$ cat config.mk
export PLATFORM = sky130hd
export DESIGN_NAME = sqvs_back
export DESIGN_NICKNAME = d
export VERILOG_FILES = /design/src/sqvs_pkg.sv /design/src/sqvs_back.sv
export SDC_FILE = /design/constraint.sdc
export NUM_CORES = 1
export LEC_CHECK = 0
export BUFFER_PORTS_ARGS = -buffer_cell sky130_fd_sc_hd__buf_2
export CORE_MARGIN = 3
export CORE_UTILIZATION = 60
export CTS_CLUSTER_SIZE = 28
export DETAILED_ROUTE_END_ITERATION = 16
export GPL_ROUTABILITY_DRIVEN = 1
export PLACE_DENSITY = 0.89
export SYNTH_ARGS = -nofsm -noshare
export SYNTH_HDL_FRONTEND = slang
export SYNTH_SLANG_ARGS = --single-unit
export TNS_END_PERCENT = 1
$ cat constraint.sdc
create_clock -name aclk -period 17.3 [get_ports aclk]
set_input_delay 2.595 -clock aclk [delete_from_list [all_inputs] [get_ports aclk]]
set_output_delay 2.595 -clock aclk [all_outputs]
set_load 0.01 [all_outputs]
$ cat src/sqvs_pkg.sv
// Shared types, constants and helper functions of the sprite quad vertex setup block.
`timescale 1ns / 1ps

package sqvs_pkg;

    // Angle format: 2^ANGLE_BITS is one full turn
    localparam int ANGLE_BITS = 16;
    localparam logic [31:0] ANG_MASK = 32'((64'd1 << ANGLE_BITS) - 64'd1);
    localparam int ANG_SHIFT = 32 - ANGLE_BITS;

    // CORDIC
    localparam int CORDIC_STEPS = 20;
    localparam int CORDIC_LAT = CORDIC_STEPS + 1;
    localparam logic signed [32:0] CORDIC_GAIN = 33'sd652032874;
    localparam logic [31:0] ATAN_TURN [CORDIC_STEPS] = '{
        32'd536870912, 32'd316933406, 32'd167458907, 32'd85004756, 32'd42667331,
        32'd21354465, 32'd10679838, 32'd5340245, 32'd2670163, 32'd1335087,
        32'd667544, 32'd333772, 32'd166886, 32'd83443, 32'd41722,
        32'd20861, 32'd10430, 32'd5215, 32'd2608, 32'd1304
    };

    // Divider: dividend width equals its pipeline depth
    localparam int DIV_W = 25;
    localparam int DEN_W = 9;
    localparam int DIV_LAT = DIV_W;

    // Front timing: UV ready after three chained divisions
    localparam int FRONT_DL = 3 * DIV_LAT;
    localparam int ANG_DL = FRONT_DL - CORDIC_LAT;

    // Register map
    localparam logic REG_COLS = 1'b0;
    localparam logic REG_ROWS = 1'b1;

    localparam logic [1:0] CORNER_LAST = 2'd3;

    localparam int QDEPTH = 4;

    // Per-sprite setup record passed from front to back
    typedef struct packed {
        logic signed [25:0] mid2x;
        logic signed [25:0] mid2y;
        logic signed [55:0] wc;
        logic signed [55:0] ws;
        logic signed [55:0] hc;
        logic signed [55:0] hs;
        logic [16:0] u0;
        logic [16:0] u1;
        logic [16:0] v0;
        logic [16:0] v1;
    } setup_rec_t;

    // One restoring division step: returns {quotient bit, new remainder}
    function automatic logic [DEN_W:0] div_step(input logic [DEN_W-1:0] rem,
                                               input logic nbit,
                                               input logic [DEN_W-1:0] den);
        logic [DEN_W:0] rs;
        logic [DEN_W:0] diff;
        rs = {rem, nbit};
        diff = rs - {1'b0, den};
        if (rs >= {1'b0, den}) begin
            return {1'b1, diff[DEN_W-1:0]};
        end
        return {1'b0, rs[DEN_W-1:0]};
    endfunction

endpackage

$ cat src/sqvs_back.sv
// Back end: walks the four corners of a record and forms saturated vertices.
`timescale 1ns / 1ps

module sqvs_back (
    input  logic                 aclk,
    input  logic                 aresetn,
    input  logic                 q_valid_i,
    input  sqvs_pkg::setup_rec_t rec_i,
    output logic                 q_pop_o,
    output logic                 m_valid_o,
    input  logic                 m_ready_i,
    output logic [1:0]           corner_o,
    output logic signed [25:0]   vx_o,
    output logic signed [25:0]   vy_o,
    output logic [16:0]          tex_u_o,
    output logic [16:0]          tex_v_o,
    output logic                 last_o
);

    localparam logic signed [57:0] HALF = 58'sd1 << 30;
    localparam logic signed [57:0] VMAX = 58'sd33554431;
    localparam logic signed [57:0] VMIN = -58'sd33554432;

    logic [1:0] corner_reg;
    logic       m_valid_reg;
    logic [1:0] oc_reg;
    logic signed [25:0] vx_reg;
    logic signed [25:0] vy_reg;
    logic [16:0] u_reg;
    logic [16:0] v_reg;
    logic load;
    logic take;
    logic sx_pos;
    logic sy_pos;
    logic signed [57:0] acc_x;
    logic signed [57:0] acc_y;
    logic signed [57:0] tx;
    logic signed [57:0] ty;
    logic signed [25:0] vx_next;
    logic signed [25:0] vy_next;

    assign load = !m_valid_reg || m_ready_i;
    assign take = load && q_valid_i;
    assign q_pop_o = take && (corner_reg == sqvs_pkg::CORNER_LAST);

    // corner signs: right for corners 2,3; top for corners 0,3
    assign sx_pos = corner_reg[1];
    assign sy_pos = (corner_reg[0] == corner_reg[1]);

    // rotated offsets plus the middle, rounded half up
    always_comb begin
        logic signed [57:0] t_wc;
        logic signed [57:0] t_ws;
        logic signed [57:0] t_hc;
        logic signed [57:0] t_hs;
        t_wc = sx_pos ? 58'(rec_i.wc) : -58'(rec_i.wc);
        t_ws = sx_pos ? 58'(rec_i.ws) : -58'(rec_i.ws);
        t_hc = sy_pos ? 58'(rec_i.hc) : -58'(rec_i.hc);
        t_hs = sy_pos ? 58'(rec_i.hs) : -58'(rec_i.hs);
        acc_x = t_wc - t_hs;
        acc_y = t_ws + t_hc;
        tx = ((58'(rec_i.mid2x) <<< 30) + acc_x + HALF) >>> 31;
        ty = ((58'(rec_i.mid2y) <<< 30) + acc_y + HALF) >>> 31;
        priority if (tx > VMAX) begin
            vx_next = 26'(VMAX);
        end else if (tx < VMIN) begin
            vx_next = 26'(VMIN);
        end else begin
            vx_next = 26'(tx);
        end
        priority if (ty > VMAX) begin
            vy_next = 26'(VMAX);
        end else if (ty < VMIN) begin
            vy_next = 26'(VMIN);
        end else begin
            vy_next = 26'(ty);
        end
    end

    // corner counter and output valid
    always_ff @(posedge aclk) begin
        if (!aresetn) begin
            corner_reg  <= '0;
            m_valid_reg <= 1'b0;
        end else begin
            if (take) begin
                corner_reg <= corner_reg + 2'd1;
            end
            if (load) begin
                m_valid_reg <= q_valid_i;
            end
        end
    end

    // output register
    always_ff @(posedge aclk) begin
        if (take) begin
            oc_reg <= corner_reg;
            vx_reg <= vx_next;
            vy_reg <= vy_next;
            u_reg  <= sx_pos ? rec_i.u1 : rec_i.u0;
            v_reg  <= sy_pos ? rec_i.v1 : rec_i.v0;
        end
    end

    assign m_valid_o = m_valid_reg;
    assign corner_o  = oc_reg;
    assign vx_o      = vx_reg;
    assign vy_o      = vy_reg;
    assign tex_u_o   = u_reg;
    assign tex_v_o   = v_reg;
    assign last_o    = (oc_reg == sqvs_pkg::CORNER_LAST);

endmodule

# Word-level counts from Yosys, hierarchy flattened
# Cells that the tools add are included.
# totals
ff_bits	91
output_inout_bits	91
elab_cells	37
# op_classes
n_addsub	11
n_lt_le_gt_ge	4
n_eq_ne	3
mux	8
n_reduce_logical	4
# ops
op	n
2-to-1 mux 58 bit	4
negation 56 -> 58 bit	4
adder 56 x 58 -> 58 bit	2
adder 58 x 32 -> 58 bit (second input constant)	2
adder 58 bit	1
subtractor 58 bit	1
> comparator 27 x 26 -> 1 bit (second input constant)	2
less-than comparator 27 x 26 -> 1 bit (second input constant)	2
2-to-1 mux 26 bit	2
2-to-1 mux 17 bit	2
== test 2 bit (second input constant)	2
adder 2 x 1 -> 2 bit (second input constant)	1
logical AND 1 bit	2
== test 1 bit	1
logical NOT 1 bit	1
logical OR 1 bit	1

# Longest topological paths before layout
# depth
word_depth	7
mapped_depth	26

# Worst setup path before layout
# Ideal clock, no wire load.
# synth_path
path_kind	input to register
from	in rec_i[73] (netlist name)
to	reg vx_reg[16] (netlist: vx_o[16]), data pin
setup_time_ns	0.261
arrival_time_ns	8.591
required_time_ns	17.039
path_slack_ns	8.448
cell_stages	23
n_path_buf	1
cell_sequence	or4_1 nor4_1 nand4_1 or4_1 or2_1 or3_1 o21ai_1 xnor2_1 fa_1 inv_1 ha_1 ha_1 a21oi_1 nor2_1 a211o_1 a21o_1 a21o_1 a221o_1 a21o_1 a31oi_1 xnor2_2 buf_6 maj3_2
# synth_via
elab_chain_len	7
word_cells_on_any_way	8
cone_classes	add/sub: 4; order compare: 2; mux: 2
# synth_rtl
element	line	text
from (decl)	sqvs_back.sv:8	input sqvs_pkg::setup_rec_t rec_i,
negation 56 -> 58 bit	sqvs_back.sv:59	t_hs = sy_pos ? 58'(rec_i.hs) : -58'(rec_i.hs);
2-to-1 mux 58 bit (*)	sqvs_back.sv:59	
subtractor 58 bit (*)	sqvs_back.sv:60	acc_x = t_wc - t_hs;
adder 56 x 58 -> 58 bit (*)	sqvs_back.sv:62	tx = ((58'(rec_i.mid2x) <<< 30) + acc_x + HALF) >>> 31;
adder 58 x 32 -> 58 bit (*)	sqvs_back.sv:62	
less-than comparator 27 x 26 -> 1 bit	sqvs_back.sv:66	end else if (tx < VMIN) begin
2-to-1 mux 26 bit	sqvs_back.sv:66	
to (signal assigned)	sqvs_back.sv:99	vx_reg <= vx_next;
to (decl)	sqvs_back.sv:27	logic signed [25:0] vx_reg;
# Mark *: on every way between the ends. The rest lies on a longest branch, timed or not.
# A chain may end at the register's enable or synchronous reset.

# Worst setup path in the final report
# layout_path
from	in rec_i[137] (netlist name)
to	reg vy_reg[21] (netlist: vy_o[21]), data pin
# layout_via
elab_chain_len	7
word_cells_on_any_way	8
cone_classes	add/sub: 4; order compare: 2; mux: 2
# layout_rtl
element	line	text
negation 56 -> 58 bit	sqvs_back.sv:58	t_hc = sy_pos ? 58'(rec_i.hc) : -58'(rec_i.hc);
2-to-1 mux 58 bit (*)	sqvs_back.sv:58	
adder 58 bit (*)	sqvs_back.sv:61	acc_y = t_ws + t_hc;
adder 56 x 58 -> 58 bit (*)	sqvs_back.sv:63	ty = ((58'(rec_i.mid2y) <<< 30) + acc_y + HALF) >>> 31;
adder 58 x 32 -> 58 bit (*)	sqvs_back.sv:63	
less-than comparator 27 x 26 -> 1 bit	sqvs_back.sv:73	end else if (ty < VMIN) begin
2-to-1 mux 26 bit	sqvs_back.sv:73	
to (signal assigned)	sqvs_back.sv:100	vy_reg <= vy_next;
to (decl)	sqvs_back.sv:28	logic signed [25:0] vy_reg;
# Marked as above.

==> summary.md <==
| Metric | Value |
|---|---|
| Run status | `complete, no violations` |
| Cell with the most instances after synthesis | `ha_1` |
| Post-synthesis simple-gate area fraction | `15.3%` |
| Yosys warns | `0` |
| Cell area after technology mapping | `17,000 um2` |
| Area fraction in compound gates after synthesis | `18.8%` |
| Combinational family with the most area after synthesis | `adder cells` |
| Setup tns final | `0 ps` |
| Kind of cell with the highest combined delay on the critical path | `simple AND/OR/NAND/NOR gates` |
| Total power per unit cell area | `154 nW/um2` |
| Synth Area in Adders | `28.7%` |
| XOR/XNOR Fraction of Synth Area | `14.5%` |
| CP startpoint kind | `primary input` |
| Initial detailed-routing violation count | `1,336` |
| Fill cell total of the finished layout | `2,132` |
| Post-detailed-routing wire length | `57.4 mm` |
| Leading post-synthesis cells by instance count | `281 x ha_1, 192 x a21oi_1, 156 x xnor2_1` |
| Net switching share of the total power | `50.9%` |
| Comb power frac | `78.6%` |
| Yosys top cell area share | `20.7%` |
| Part of the cycle the worst path needs | `57.3%` |
| Multiplexer fraction of the synthesized cell area | `2.56%` |
| Leading cell types by total area after synthesis | `ha_1 21%, edfxtp_1 16%, xnor2_1 8.0%, fa_1 6.4%, xor2_1 6.2%` |
| Reg power frac | `14.8%` |
| Half-perimeter wire length after placement | `48.4 mm` |
| TritonCTS buffer count | `9` |
| Initial antenna violation count | `4` |
| Leftover overflow at the end of global routing | `0` |
| Total core area | `27,400 um2` |
| Core Rows | `60` |
| Horizontal extent of the die | `174 um` |
| Category of the most critical setup path | `primary input to flip-flop` |
| Cell at the slowest stage of the critical path | `nand2_1` |
| Async SR Flop Fraction | `0%` |
| Cell type with the highest aggregate area in the netlist | `ha_1` |
| Hold-fix buffers at CTS | `0` |
| Static leakage | `8.99 nW` |
| Count of buffering cells on the critical path with inverters included | `1` |
| Highest net fanout along the worst path | `25` |
| Actual slew at the worst max-slew pin | `1150 ps` |
| Clock transition time at the flip-flop clock pins of the worst setup and hold paths | `80 ps` |
| Via count of the first global-routing pass | `17,337` |
| Filler-free cell count of the finished design | `2,765` |
| Total Nets Final | `3,065` |
| Count of instances resized after the clock tree is built | `0` |
| Clock tree from TritonCTS | `yes` |
| I/O pins | `439` |
| Post-synth cell types | `80` |
| Die area | `30,400 um2` |
| Count of flip-flops with a built-in enable after synthesis | `88` |
| Final Hold Violating Endpoints | `0` |
| Number of vias in the routed layout | `17,368` |
| #FFs+latches synth | `91` |
| Unrepaired setup endpoints after global routing | `no` |
| Cells after DPL | `2,743` |
| Synthesized netlist net count | `2,665` |
| Remaining antenna violation count after routing | `0` |
| PortBufs | `438` |
| Avg Synthesized Cell Area | `8.58 um2` |
| Primary FF master, synth | `edfxtp_1` |
| Relative slew margins | `22.3%` |
| Buffer cell driving the clock tree root | `clkbuf_16` |
| Number of clock sinks | `91` |
| Max Transition Viols Final | `0` |
| Cell-by-cell listing of the critical path | `buf_2 > or4_1 > or4b_1 > or2_1 > or3_1 > or3_1 > or4_1 > or2_1 > o41ai_1 > xnor2_1 > fa_1 > ha_1 > ha_1 > a21o_1 > a21o_1 > a21oi_1 > a21boi_0 > o211a_1 > a211oi_1 > a21oi_1 > xnor2_1 > nand2_1 > a31oi_1` |
| Global-route total usage across every layer | `36.3%` |
| Per-cell routed wire length | `20.8 um` |
| CTS Buffer Depth | `2` |
| Die Height | `174 um` |
| Clock network power share | `6.6%` |
| Power Internal | `1.50 mW` |
| TritonRoute pass-1 iters | `6` |
| Weighted congestion reported at the end of routability-driven placement | `0.993` |
| Layout cell share with drive strength beyond 1 | `22.5%` |
| Number of levels in the clock H-tree | `3` |
| Maximum number of pins on one net before global-route repair | `75` |
| Post-CTS Repair Setup Buffers | `0` |
| Gate count of the mapped netlist | `1,982` |
| Final worst clock skew | `13.2 ps` |
| Final setup viols | `0` |
| Worst hold path type | `flip-flop to flip-flop` |
| Nature of the critical path endpoint | `flip-flop` |
| Crit path DAT | `9940 ps` |
| Critical Path RT | `17,340 ps` |
| Clk Latency, worst-skew pair | `350 ps` |
| Starting Density | `62.0%` |
| Crit path largest cell delay | `690 ps` |
| Residual DRC | `0` |
| Fmax achieved | `0.101 GHz` |
| Wire length of the first global-routing pass | `89.7 mm` |
| Layout area overhead | `16.5%` |
| Proportion of synthesized chip area in sequential cells | `15.9%` |
| Post-route minimum period | `9900 ps` |
| Number of max-cap violations | `0` |
| Net switching power | `1.56 mW` |
| Max rail drop VDD | `76.4 uV` |
| Via density per instance | `6.28` |
## power by group through the flow
| stage | Clock [mW] | Combinational, mW | Sequential [mW] |
|---|---|---|---|
| after floorplan | 0 | 1.69 | 0.473 |
| after global placement | 0 | 2.27 | 0.452 |
| after detailed placement | 0 | 2.34 | 0.454 |
| after CTS | 0.201 | 2.36 | 0.450 |
| after global routing | 0.210 | 2.64 | 0.454 |
| final | 0.202 | 2.40 | 0.453 |
## path summary, 6_finish.rpt
path / from / to / slack, ps / cells after the start
worst max-delay path: rec_i[137] / vy_o[21]$_SDFFCE_PN1P_ / 7400 / 23
worst max register to register: corner_reg[1]$_SDFFE_PN0P_ / vx_o[16]$_SDFFCE_PN1P_ / 10580 / 18
worst min-delay path: corner_reg[0]$_SDFFE_PN0P_ / corner_o[0]$_DFFE_PP_ / 540 / 0
worst min register to register: corner_reg[0]$_SDFFE_PN0P_ / corner_o[0]$_DFFE_PP_ / 540 / 0
## placed cells by master, fill, tap and decap left out, types with 5 or more instances in the layout
| cell type | n |
|---|---|
| nand2b_1 | 12 |
| or4_1 | 34 |
| and3_1 | 12 |
| edfxtp_1 | 88 |
| a21o_1 | 47 |
| o21bai_1 | 14 |
| nand3b_1 | 5 |
| nor3_1 | 47 |
| maj3_1 | 6 |
| nand2_1 | 119 |
| clkbuf_16 | 9 |
| nand4_1 | 22 |
| and2_1 | 11 |
| a31oi_1 | 28 |
| maj3_2 | 19 |
| buf_2 | 438 |
| a211oi_1 | 14 |
| nor4_1 | 25 |
| fa_1 | 54 |
| a21oi_1 | 192 |
| nand3_1 | 28 |
| diode_2 | 6 |
| xnor2_1 | 155 |
| mux2_2 | 36 |
| nor2b_1 | 16 |
| or3_1 | 22 |
| xor2_1 | 121 |
| inv_1 | 133 |
| o211ai_1 | 6 |
| nor2_1 | 128 |
| ha_1 | 280 |
| o2111ai_1 | 7 |
| a21boi_0 | 6 |
| o21ai_0 | 81 |
| buf_4 | 7 |
| o31ai_1 | 41 |
| o41ai_1 | 13 |
| o21ai_1 | 15 |
## final cells by class
cell class | instances | area, um2 | share of cell area, %
antenna | 6 | 15.0 | 0.0758
clock buffer | 9 | 225 | 1.14
clock inverter | 7 | 56.3 | 0.284
inverter | 135 | 508 | 2.57
multi-input combinational | 1700 | 13600 | 68.6
sequential | 91 | 2710 | 13.7
tap | 372 | 465 | 2.35
timing repair buffer | 445 | 2240 | 11.3
## kinds of logic after synthesis
kind of cell / Yosys count
flip-flops: 91
buffers and inverters: 191
AND/OR/NAND/NOR: 509
adder cells (fa/ha/maj): 360
multiplexers: 39
XOR/XNOR: 279
AO/OA/AOI/OAI: 513
## metrics by stage
stage / util (%) / instance area [um2] / hold slack (ps) / setup slack [ps] / power [mW]
final: 72.3 / 19800 / 536 / 7400 / 3.06
after global routing: 72.2 / 19800 / 559 / 7120 / 3.30
after CTS: 72.2 / 19800 / 541 / 7560 / 3.02
after detailed placement: 71.2 / 19500 / 528 / 7460 / 2.79
after global placement: 71.2 / 19500 / 508 / 7670 / 2.72
after floorplan: - / 17000 / 432 / 8450 / 2.16
## metal layers
| layer | track usage (%) | vias to the layer above | part of all wire, % |
|---|---|---|---|
| met5 | 0 | - | 0 |
| met2 | 62.7 | 1014 | 48 |
| li1 | - | 8092 | - |
| met4 | 18.5 | 0 | 5.5 |
| met3 | 7.19 | 211 | 9.2 |
| met1 | 42.7 | 8051 | 38 |
No activity file was read; power rests on OpenSTA's default activity.
